File: src/hw/rtl/base64_stream_decoder_unit_macros.svh
// ----------------------------------------------------------------------------
// base64_stream_decoder_unit_macros : assertion helpers
// Concurrent assertion wrappers clocked on clk and disabled while in reset.
// ----------------------------------------------------------------------------
`ifndef BASE64_STREAM_DECODER_UNIT_MACROS_SVH
`define BASE64_STREAM_DECODER_UNIT_MACROS_SVH

// Same-cycle implication
`define BSD_ASSERT_IMPL(label, ante, cons, msg) \
  label: assert property (@(posedge clk) disable iff (!rst_n) (ante) |-> (cons)) \
    else $error(msg);

// Next-cycle implication
`define BSD_ASSERT_NEXT(label, ante, cons, msg) \
  label: assert property (@(posedge clk) disable iff (!rst_n) (ante) |=> (cons)) \
    else $error(msg);

`endif

File: src/hw/rtl/bsd_pkg.sv
// ----------------------------------------------------------------------------
// bsd_pkg
// Types, codes and the character lookup shared by the Base64 decoder.
// ----------------------------------------------------------------------------
`default_nettype none

package bsd_pkg;

  // Sextet lookup codes beyond the 64 alphabet values
  localparam logic [6:0] SX_PAD = 7'd64;
  localparam logic [6:0] SX_BAD = 7'd65;

  // Result kinds
  localparam logic KIND_DATA   = 1'b0;
  localparam logic KIND_STATUS = 1'b1;

  // Stream status codes
  localparam logic [2:0] ST_OK          = 3'd0;
  localparam logic [2:0] ST_LENGTH      = 3'd1;
  localparam logic [2:0] ST_BAD_LEADING = 3'd2;
  localparam logic [2:0] ST_BAD_PADDING = 3'd3;
  localparam logic [2:0] ST_BAD_THIRD   = 3'd4;
  localparam logic [2:0] ST_BAD_FOURTH  = 3'd5;

  // Results raised by one input beat: data bytes first, then the status
  typedef struct packed {
    logic [1:0]  n_data;
    logic        has_status;
    logic [2:0]  status;
    logic [23:0] tri_bytes;
  } bundle_t;

  // Map a character to its sextet, SX_PAD for '=' or SX_BAD otherwise
  function automatic logic [6:0] sextet_of(input logic [7:0] ch);
    logic [6:0] v;
    if (ch >= 8'h41 && ch <= 8'h5A) begin
      v = 7'(ch - 8'h41);
    end else if (ch >= 8'h61 && ch <= 8'h7A) begin
      v = 7'(ch - 8'h47);
    end else if (ch >= 8'h30 && ch <= 8'h39) begin
      v = 7'(ch + 8'h04);
    end else if (ch == 8'h2B) begin
      v = 7'd62;
    end else if (ch == 8'h2F) begin
      v = 7'd63;
    end else if (ch == 8'h3D) begin
      v = SX_PAD;
    end else begin
      v = SX_BAD;
    end
    return v;
  endfunction

  // Tab, line feed, vertical tab, form feed, carriage return and space
  function automatic logic is_blank(input logic [7:0] ch);
    return (ch >= 8'h09 && ch <= 8'h0D) || ch == 8'h20;
  endfunction

endpackage

`default_nettype wire

File: src/hw/rtl/bsd_core.sv
// ----------------------------------------------------------------------------
// bsd_core
// Group state of the decoder and the per-character decode into a bundle.
// ----------------------------------------------------------------------------
`default_nettype none

module bsd_core (
  input  wire logic            clk,
  input  wire logic            rst_n,
  input  wire logic            accept,
  input  wire logic [7:0]      char_byte,
  input  wire logic            end_of_input,
  output bsd_pkg::bundle_t     bundle,
  output logic                 produce
);
  import bsd_pkg::*;

  logic [1:0]  pos_r, pos_nxt;
  logic [17:0] acc_r, acc_nxt;
  logic        twp_r, twp_nxt;
  logic [2:0]  err_r, err_nxt;

  logic [6:0]  v;
  logic [5:0]  v6;
  logic        pad4;

  // Decode one character against the current group state
  always_comb begin
    pos_nxt = pos_r;
    acc_nxt = acc_r;
    twp_nxt = twp_r;
    err_nxt = err_r;
    bundle  = '0;
    v       = sextet_of(char_byte);
    v6      = (v >= SX_PAD) ? 6'd0 : v[5:0];
    pad4    = (v == SX_PAD);

    if (!is_blank(char_byte)) begin
      case (pos_r)
        2'd0, 2'd1: begin
          if (v >= SX_PAD && err_nxt == ST_OK) err_nxt = ST_BAD_LEADING;
          acc_nxt = {acc_r[11:0], v6};
        end
        2'd2: begin
          twp_nxt = pad4;
          if (v == SX_BAD && err_nxt == ST_OK) err_nxt = ST_BAD_THIRD;
          acc_nxt = {acc_r[11:0], v6};
        end
        default: begin
          if (twp_r && !pad4 && err_nxt == ST_OK) err_nxt = ST_BAD_PADDING;
          if (v == SX_BAD && err_nxt == ST_OK) err_nxt = ST_BAD_FOURTH;
          if (err_nxt == ST_OK) begin
            bundle.tri_bytes = {acc_r, v6};
            bundle.n_data    = 2'd1 + {1'b0, !twp_r} + {1'b0, !pad4};
          end
          acc_nxt = '0;
          twp_nxt = 1'b0;
        end
      endcase
      pos_nxt = pos_r + 2'd1;
    end

    // Close the stream: length check overrides any kept error
    if (end_of_input) begin
      bundle.has_status = 1'b1;
      bundle.status     = (pos_nxt != 2'd0) ? ST_LENGTH : err_nxt;
      pos_nxt = '0;
      acc_nxt = '0;
      twp_nxt = 1'b0;
      err_nxt = ST_OK;
    end

    produce = bundle.has_status || (bundle.n_data != 2'd0);
  end

  // Advance group state on each accepted beat
  always_ff @(posedge clk) begin
    if (!rst_n) begin
      pos_r <= '0;
      acc_r <= '0;
      twp_r <= 1'b0;
      err_r <= ST_OK;
    end else if (accept) begin
      pos_r <= pos_nxt;
      acc_r <= acc_nxt;
      twp_r <= twp_nxt;
      err_r <= err_nxt;
    end
  end

endmodule

`default_nettype wire

File: src/hw/rtl/base64_stream_decoder_unit.sv
// ----------------------------------------------------------------------------
// base64_stream_decoder_unit
// Streaming Base64 decoder, one character per input beat.
// ----------------------------------------------------------------------------
// Takes one character per cycle while in_stall is low. Whitespace is skipped;
// every fourth significant character releases one to three decoded bytes,
// and the end-of-input beat adds a final status result. Results leave one per
// cycle from a result register with out_stall low; a beat raising several (at
// most four) holds the input until its last is taken, so beats with zero or
// one result stream at one per cycle. The first error is kept and suppresses
// later bytes; bytes already delivered before an error are to be discarded.
`default_nettype none

module base64_stream_decoder_unit (
  input  wire logic       clk,
  input  wire logic       rst_n,
  input  wire logic       in_valid,
  output logic            in_stall,
  input  wire logic [7:0] in_char_byte,
  input  wire logic       in_end_of_input,
  output logic            out_valid,
  input  wire logic       out_stall,
  output logic            out_result_kind,
  output logic [7:0]      out_data_byte,
  output logic [2:0]      out_status_code,
  output logic            out_run_last
);
  import bsd_pkg::*;
  `include "base64_stream_decoder_unit_macros.svh"

  bundle_t    new_bundle;
  logic       produce;
  logic       accept;

  logic       bv_r;
  bundle_t    bundle_r;
  logic [1:0] idx_r;

  logic [2:0] n_tot;
  logic       last_sel;
  logic       take;
  logic       done;

  // Decode core
  bsd_core u_core (
    .clk          (clk),
    .rst_n        (rst_n),
    .accept       (accept),
    .char_byte    (in_char_byte),
    .end_of_input (in_end_of_input),
    .bundle       (new_bundle),
    .produce      (produce)
  );

  // Track the result being presented
  assign n_tot    = {1'b0, bundle_r.n_data} + {2'b0, bundle_r.has_status};
  assign last_sel = ({1'b0, idx_r} == (n_tot - 3'd1));
  assign take     = bv_r && !out_stall;
  assign done     = take && last_sel;

  // Hold input until the last result in the register is taken
  assign in_stall = bv_r && !done;
  assign accept   = in_valid && !in_stall;

  // Load a new bundle or step through the current one
  always_ff @(posedge clk) begin
    if (!rst_n) begin
      bv_r  <= 1'b0;
      idx_r <= '0;
    end else if (accept && produce) begin
      bv_r  <= 1'b1;
      idx_r <= '0;
    end else if (done) begin
      bv_r  <= 1'b0;
    end else if (take) begin
      idx_r <= idx_r + 2'd1;
    end
  end

  // Payload needs no reset
  always_ff @(posedge clk) begin
    if (accept && produce) begin
      bundle_r <= new_bundle;
    end
  end

  // Drive the result fields
  always_comb begin
    out_valid       = bv_r;
    out_result_kind = (idx_r == bundle_r.n_data) ? KIND_STATUS : KIND_DATA;
    out_run_last    = last_sel;
    out_status_code = (out_result_kind == KIND_STATUS) ? bundle_r.status : ST_OK;
    case (idx_r)
      2'd0:    out_data_byte = bundle_r.tri_bytes[23:16];
      2'd1:    out_data_byte = bundle_r.tri_bytes[15:8];
      2'd2:    out_data_byte = bundle_r.tri_bytes[7:0];
      default: out_data_byte = 8'h00;
    endcase
    if (out_result_kind == KIND_STATUS) out_data_byte = 8'h00;
  end

  // Checks
  `BSD_ASSERT_IMPL(a_idx_in_range, bv_r, ({1'b0, idx_r} < n_tot), "result index past bundle")
  `BSD_ASSERT_IMPL(a_status_last, bv_r && out_result_kind == KIND_STATUS, out_run_last,
    "status result not last")
  `BSD_ASSERT_NEXT(a_load_starts, accept && produce, bv_r && idx_r == 2'd0,
    "new bundle not loaded")
  `BSD_ASSERT_NEXT(a_partial_holds, take && !last_sel, bv_r && idx_r == $past(idx_r) + 2'd1,
    "bundle dropped before its last result")

endmodule

`default_nettype wire
File: config.mk
export PLATFORM = sky130hd
export DESIGN_NAME = base64_stream_decoder_unit
export DESIGN_NICKNAME = d
export VERILOG_FILES = /design/src/hw/rtl/bsd_pkg.sv /design/src/hw/rtl/bsd_core.sv /design/src/hw/rtl/base64_stream_decoder_unit.sv
export VERILOG_INCLUDE_DIRS = /design/src /design/src/hw/rtl
export SDC_FILE = /design/constraint.sdc
export NUM_CORES = 1
export LEC_CHECK = 0
export BUFFER_PORTS_ARGS = -buffer_cell sky130_fd_sc_hd__buf_2
export CAP_MARGIN = 20
export CORE_UTILIZATION = 54
export CTS_CLUSTER_DIAMETER = 30
export DETAILED_ROUTE_END_ITERATION = 8
export MAX_ROUTING_LAYER = met4
export PLACE_DENSITY = 0.76
export SYNTH_ARGS = -nofsm -noshare
export SYNTH_HDL_FRONTEND = slang
export SYNTH_SLANG_ARGS = --single-unit
File: constraint.sdc
create_clock -name clk -period 3.25 [get_ports clk]
set_clock_uncertainty 0.2 [all_clocks]
set_input_delay 0.1625 -clock clk [delete_from_list [all_inputs] [get_ports clk]]
set_output_delay 0.1625 -clock clk [all_outputs]
set_load 0.02 [all_outputs]
==> impl_metrics.py <==
metrics = {
    "status": {
        "status": "finished, final reports clean",
    },
    "power": {
        "seqPwrFrac": 0.469,
        "p_per_area_nw_per_um2": 436,
        "power_mw": 1.67,
        "clkPwrFrac": 0.382,
        "p_int_mw": 1.23,
        "vdd_drop_max_mv": 0.281,
        "p_sw_frac": 0.269,
        "p_leak_nw": 1.59,
        "p_switching_mw": 0.450,
        "p_comb_frac": 0.150,
    },
    "place": {
        "post-dp-hpwl_um": 5270,
        "portBuffers": 27,
        "place_congestion": 0.904,
    },
    "cts": {
        "post_cts_buffers": 0,
        "clock_latency_ns": 0.33,
        "h-tree-depth": 3,
        "numCtsBuffers": 9,
        "cts_sinks": 57,
        "cts_tree": "done",
        "clock_path_buffers": 2,
        "clk_pin_slew_ns": 0.06,
        "ctsRootBufferMaster": "clkbuf_8",
    },
    "timing": {
        "worst_pin_slew_ns": 0.538,
        "finalHoldViolations": 0,
        "slew_headroom": 0.641,
        "fin_crit_sh": 0.921,
        "rsz0062_at_grt": "false",
        "setup_viol": 0,
        "fmax_ghz": 0.334,
        "drv_slew": 0,
        "layout_min_cycle_time_ns": 2.99,
        "holdWs_ns": 0.0213,
    },
    "detailed_routing": {
        "viasPerCell": 5.64,
        "routed_wl_um": 7010,
        "drt-initial-drc-count": 131,
        "wl_per_cell_um": 14.8,
        "ant_nets": 0,
        "firstDrtPassIters": 5,
        "drc": 0,
        "dr_total_vias": 2664,
    },
    "layout": {
        "final_layout_size_suffix_gt1_frac": 0.196,
        "layout.nets": 425,
        "syn_to_final_growth_pct": 17.2,
        "n_fill_cell": 494,
        "antenna-diode-count": 0,
    },
    "setup_path": {
        "cpLargestDelayFamily": "compound AO/OA/AOI/OAI gates",
        "r2r_setup_slack_ns": 0.50,
        "cp_cell_sequence": "buf_2 > inv_1 > ha_1 > a21o_1 > a311oi_1 > a311oi_2 > nand2_1 > or3_1 > ha_1 > a41oi_2 > a41o_4 > buf_12",
        "arrival_ns": 2.82,
        "cpMaxStageDelayCell": "or3_1",
        "cp-start-kind": "input pin",
        "critPathMaxStageDelay_ns": 0.43,
        "crit_buf_inv": 3,
        "cp.required_ns": 3.08,
        "crit_fanout": 26,
        "path_class": "input pin to register",
        "crit_top_cell": "ha_1",
        "cp-end-kind": "register",
    },
    "global_routing": {
        "grt_pass1_wl_um": 11600,
        "grt_max_degree": 27,
        "grt.total_usage": 0.244,
        "gr-total-overflow": 0,
        "grt_pass1_vias": 2538,
        "antenna_found_initial": 0,
    },
    "yosys": {
        "async_flop_share": 0,
        "synthesis.nets": 379,
        "ys.warnings.count": 0,
        "synth_edf_count": 30,
        "synth.avg_cell_area_um2": 9.47,
        "ys_seq_elements": 57,
        "seq_area_frac_synth": 0.440,
        "synth.distinct_cells": 54,
        "synthCells": 346,
        "ys.flop_type": "edfxtp_1",
        "synth_area_um2": 3280,
    },
    "floorplanning": {
        "die_w_um": 79.9,
        "start_util": 0.557,
        "die-area_um2": 6380,
        "num_io_pins": 28,
        "num_rows": 28,
        "die_y_um": 79.9,
        "fp.coreArea_um2": 5890,
    },
    "job": {
        "maxCapViolCount": 0,
    },
    "worst_hold_path": {
        "hold_class": "input pin to register",
    },
}
through the flow:
step / util / instances / setup TNS (ns) / worst slack, ns / area (um2)
detailed placement: 0.616 / 454 / -0.863 / -0.0366 / 3630
global route: 0.653 / 472 / 0 / 0.0665 / 3840
finish: 0.653 / 472 / 0 / 0.256 / 3840
CTS: 0.653 / 472 / 0 / 0.288 / 3840
global placement: 0.616 / 454 / 0 / 0.0735 / 3630
floorplan: - / 346 / 0 / 0.127 / 3290
layer usage:
layer | global-route usage | part of all wire
met3 | 0.0446 | 0.036
met2 | 0.406 | 0.50
met1 | 0.293 | 0.45
met4 | 0.0982 | 0.014
met5 | - | 0
power groups by stage:
| stage | clock, mW | sequential (mW) | combinational, mW |
|---|---|---|---|
| after floorplan | 0 | 0.799 | 0.164 |
| after global placement | 0 | 0.799 | 0.242 |
| after detailed placement | 0 | 0.801 | 0.246 |
| after CTS | 0.650 | 0.785 | 0.250 |
| after global routing | 0.682 | 0.786 | 0.276 |
| final | 0.639 | 0.785 | 0.251 |
synth_stat cells (3+ instances only):
library cell   n  area [um2]
a21o_1         3        22.5
a21oi_1       22         110
a222oi_1       8        80.1
a22o_1         3        26.3
and2_1        21         131
and2_4         5        43.8
and3_1         4        25.0
buf_1          3        11.3
buf_2          4        20.0
buf_6          3        33.8
clkbuf_1       8        30.0
dfxtp_1       27         541
edfxtp_1      30         901
ha_1          20         250
inv_1         17        63.8
mux2i_1        4        40.0
nand2_1       27         101
nand2b_1       3        18.8
nand3_1       27         135
nand4_1        5        31.3
nor2_1        31         116
nor2b_1        3        18.8
nor3_1         7        35.0
o21a_1         3        22.5
o21ai_0       10        50.1
o22ai_1        3        18.8
o31ai_1        3        22.5
or3_1          3        18.8
xnor2_1        5        43.8
xor2_1         4        35.0
what timing repair did:
action / in CTS / in global routing
hold buffers: 2 / 0
endpoints found under the hold margin: 2 / 0
gates resized for setup: 0 / 0
area by class of cell:
cell class | count | area [um2] | share of cell area
tap | 75 | 93.8 | 0.0244
timing repair buffer | 53 | 360 | 0.0938
sequential | 57 | 1440 | 0.375
inverter | 18 | 67.6 | 0.0176
multi-input combinational | 253 | 1680 | 0.438
clock inverter | 7 | 70.1 | 0.0182
clock buffer | 9 | 124 | 0.0322
cell families (layout without fill, tap and decap cells):
logic type,Yosys count,in the layout,synth area share
adders and majority gates,20,20,0.0764
muxes,4,4,0.0122
buffers and inverters,36,87,0.0496
DFF,57,57,0.440
xor gates and xnor gates,9,9,0.0241
AOI/OAI and AO/OA,74,74,0.161
and+or+nand+nor,146,146,0.237
flip-flops by register name, indices dropped and copies added, names as in the netlist:
| name | flops |
|---|---|
| out_valid | 1 |
| idx_r | 2 |
| u_core.twp_r | 1 |
| bundle_r | 30 |
| u_core.pos_r | 2 |
| u_core.err_r | 3 |
| u_core.acc_r | 18 |
worst reg2reg max path, stage by stage (launching register included):
cell and delay, ns:
edfxtp_1 0.36, inv_1 0.05, ha_1 0.17, ha_1 0.29, xor2_1 0.19, a31oi_1 0.16, nor2b_1 0.47, o21ai_1 0.28
buf_4 0.28, nand3_1 0.11, o21ai_0 0.08
path summary, 6_finish.rpt:
check / cells past startpoint / to / from
setup / recovery: 12 / bundle_r[9] / in_char_byte[2]
hold / removal: 3 / out_valid / rst_n
hold reg to reg: 2 / u_core.acc_r[12] / u_core.acc_r[12]
setup reg to reg: 10 / u_core.acc_r[2] / bundle_r[28]
cell usage in the layout, fill, tap and decap left out, types with 3 or more instances in the layout:
| master | Yosys | layout |
|---|---|---|
| nand2_1 | 27 | 27 |
| nand2b_1 | 3 | 3 |
| o22ai_1 | 3 | 3 |
| buf_4 | 0 | 22 |
| or3_1 | 3 | 3 |
| buf_2 | 4 | 27 |
| ha_1 | 20 | 20 |
| o31ai_1 | 3 | 3 |
| inv_1 | 17 | 17 |
| clkinvlp_4 | 0 | 3 |
| and2_1 | 21 | 21 |
| xnor2_1 | 5 | 5 |
| a222oi_1 | 8 | 8 |
| a22o_1 | 3 | 3 |
| clkbuf_8 | 0 | 9 |
| and3_1 | 4 | 4 |
| nand4_1 | 5 | 5 |
| nor2b_1 | 3 | 3 |
| nand3_1 | 27 | 27 |
| nor3_1 | 7 | 7 |
| a21oi_1 | 22 | 22 |
| o21a_1 | 3 | 3 |
| a21o_1 | 3 | 3 |
| xor2_1 | 4 | 4 |
| edfxtp_1 | 30 | 30 |
| o21ai_0 | 10 | 9 |
| dfxtp_1 | 27 | 27 |
| mux2i_1 | 4 | 4 |
| nor2_1 | 31 | 31 |
| and2_4 | 5 | 5 |
(Power assumes the default switching activity.)
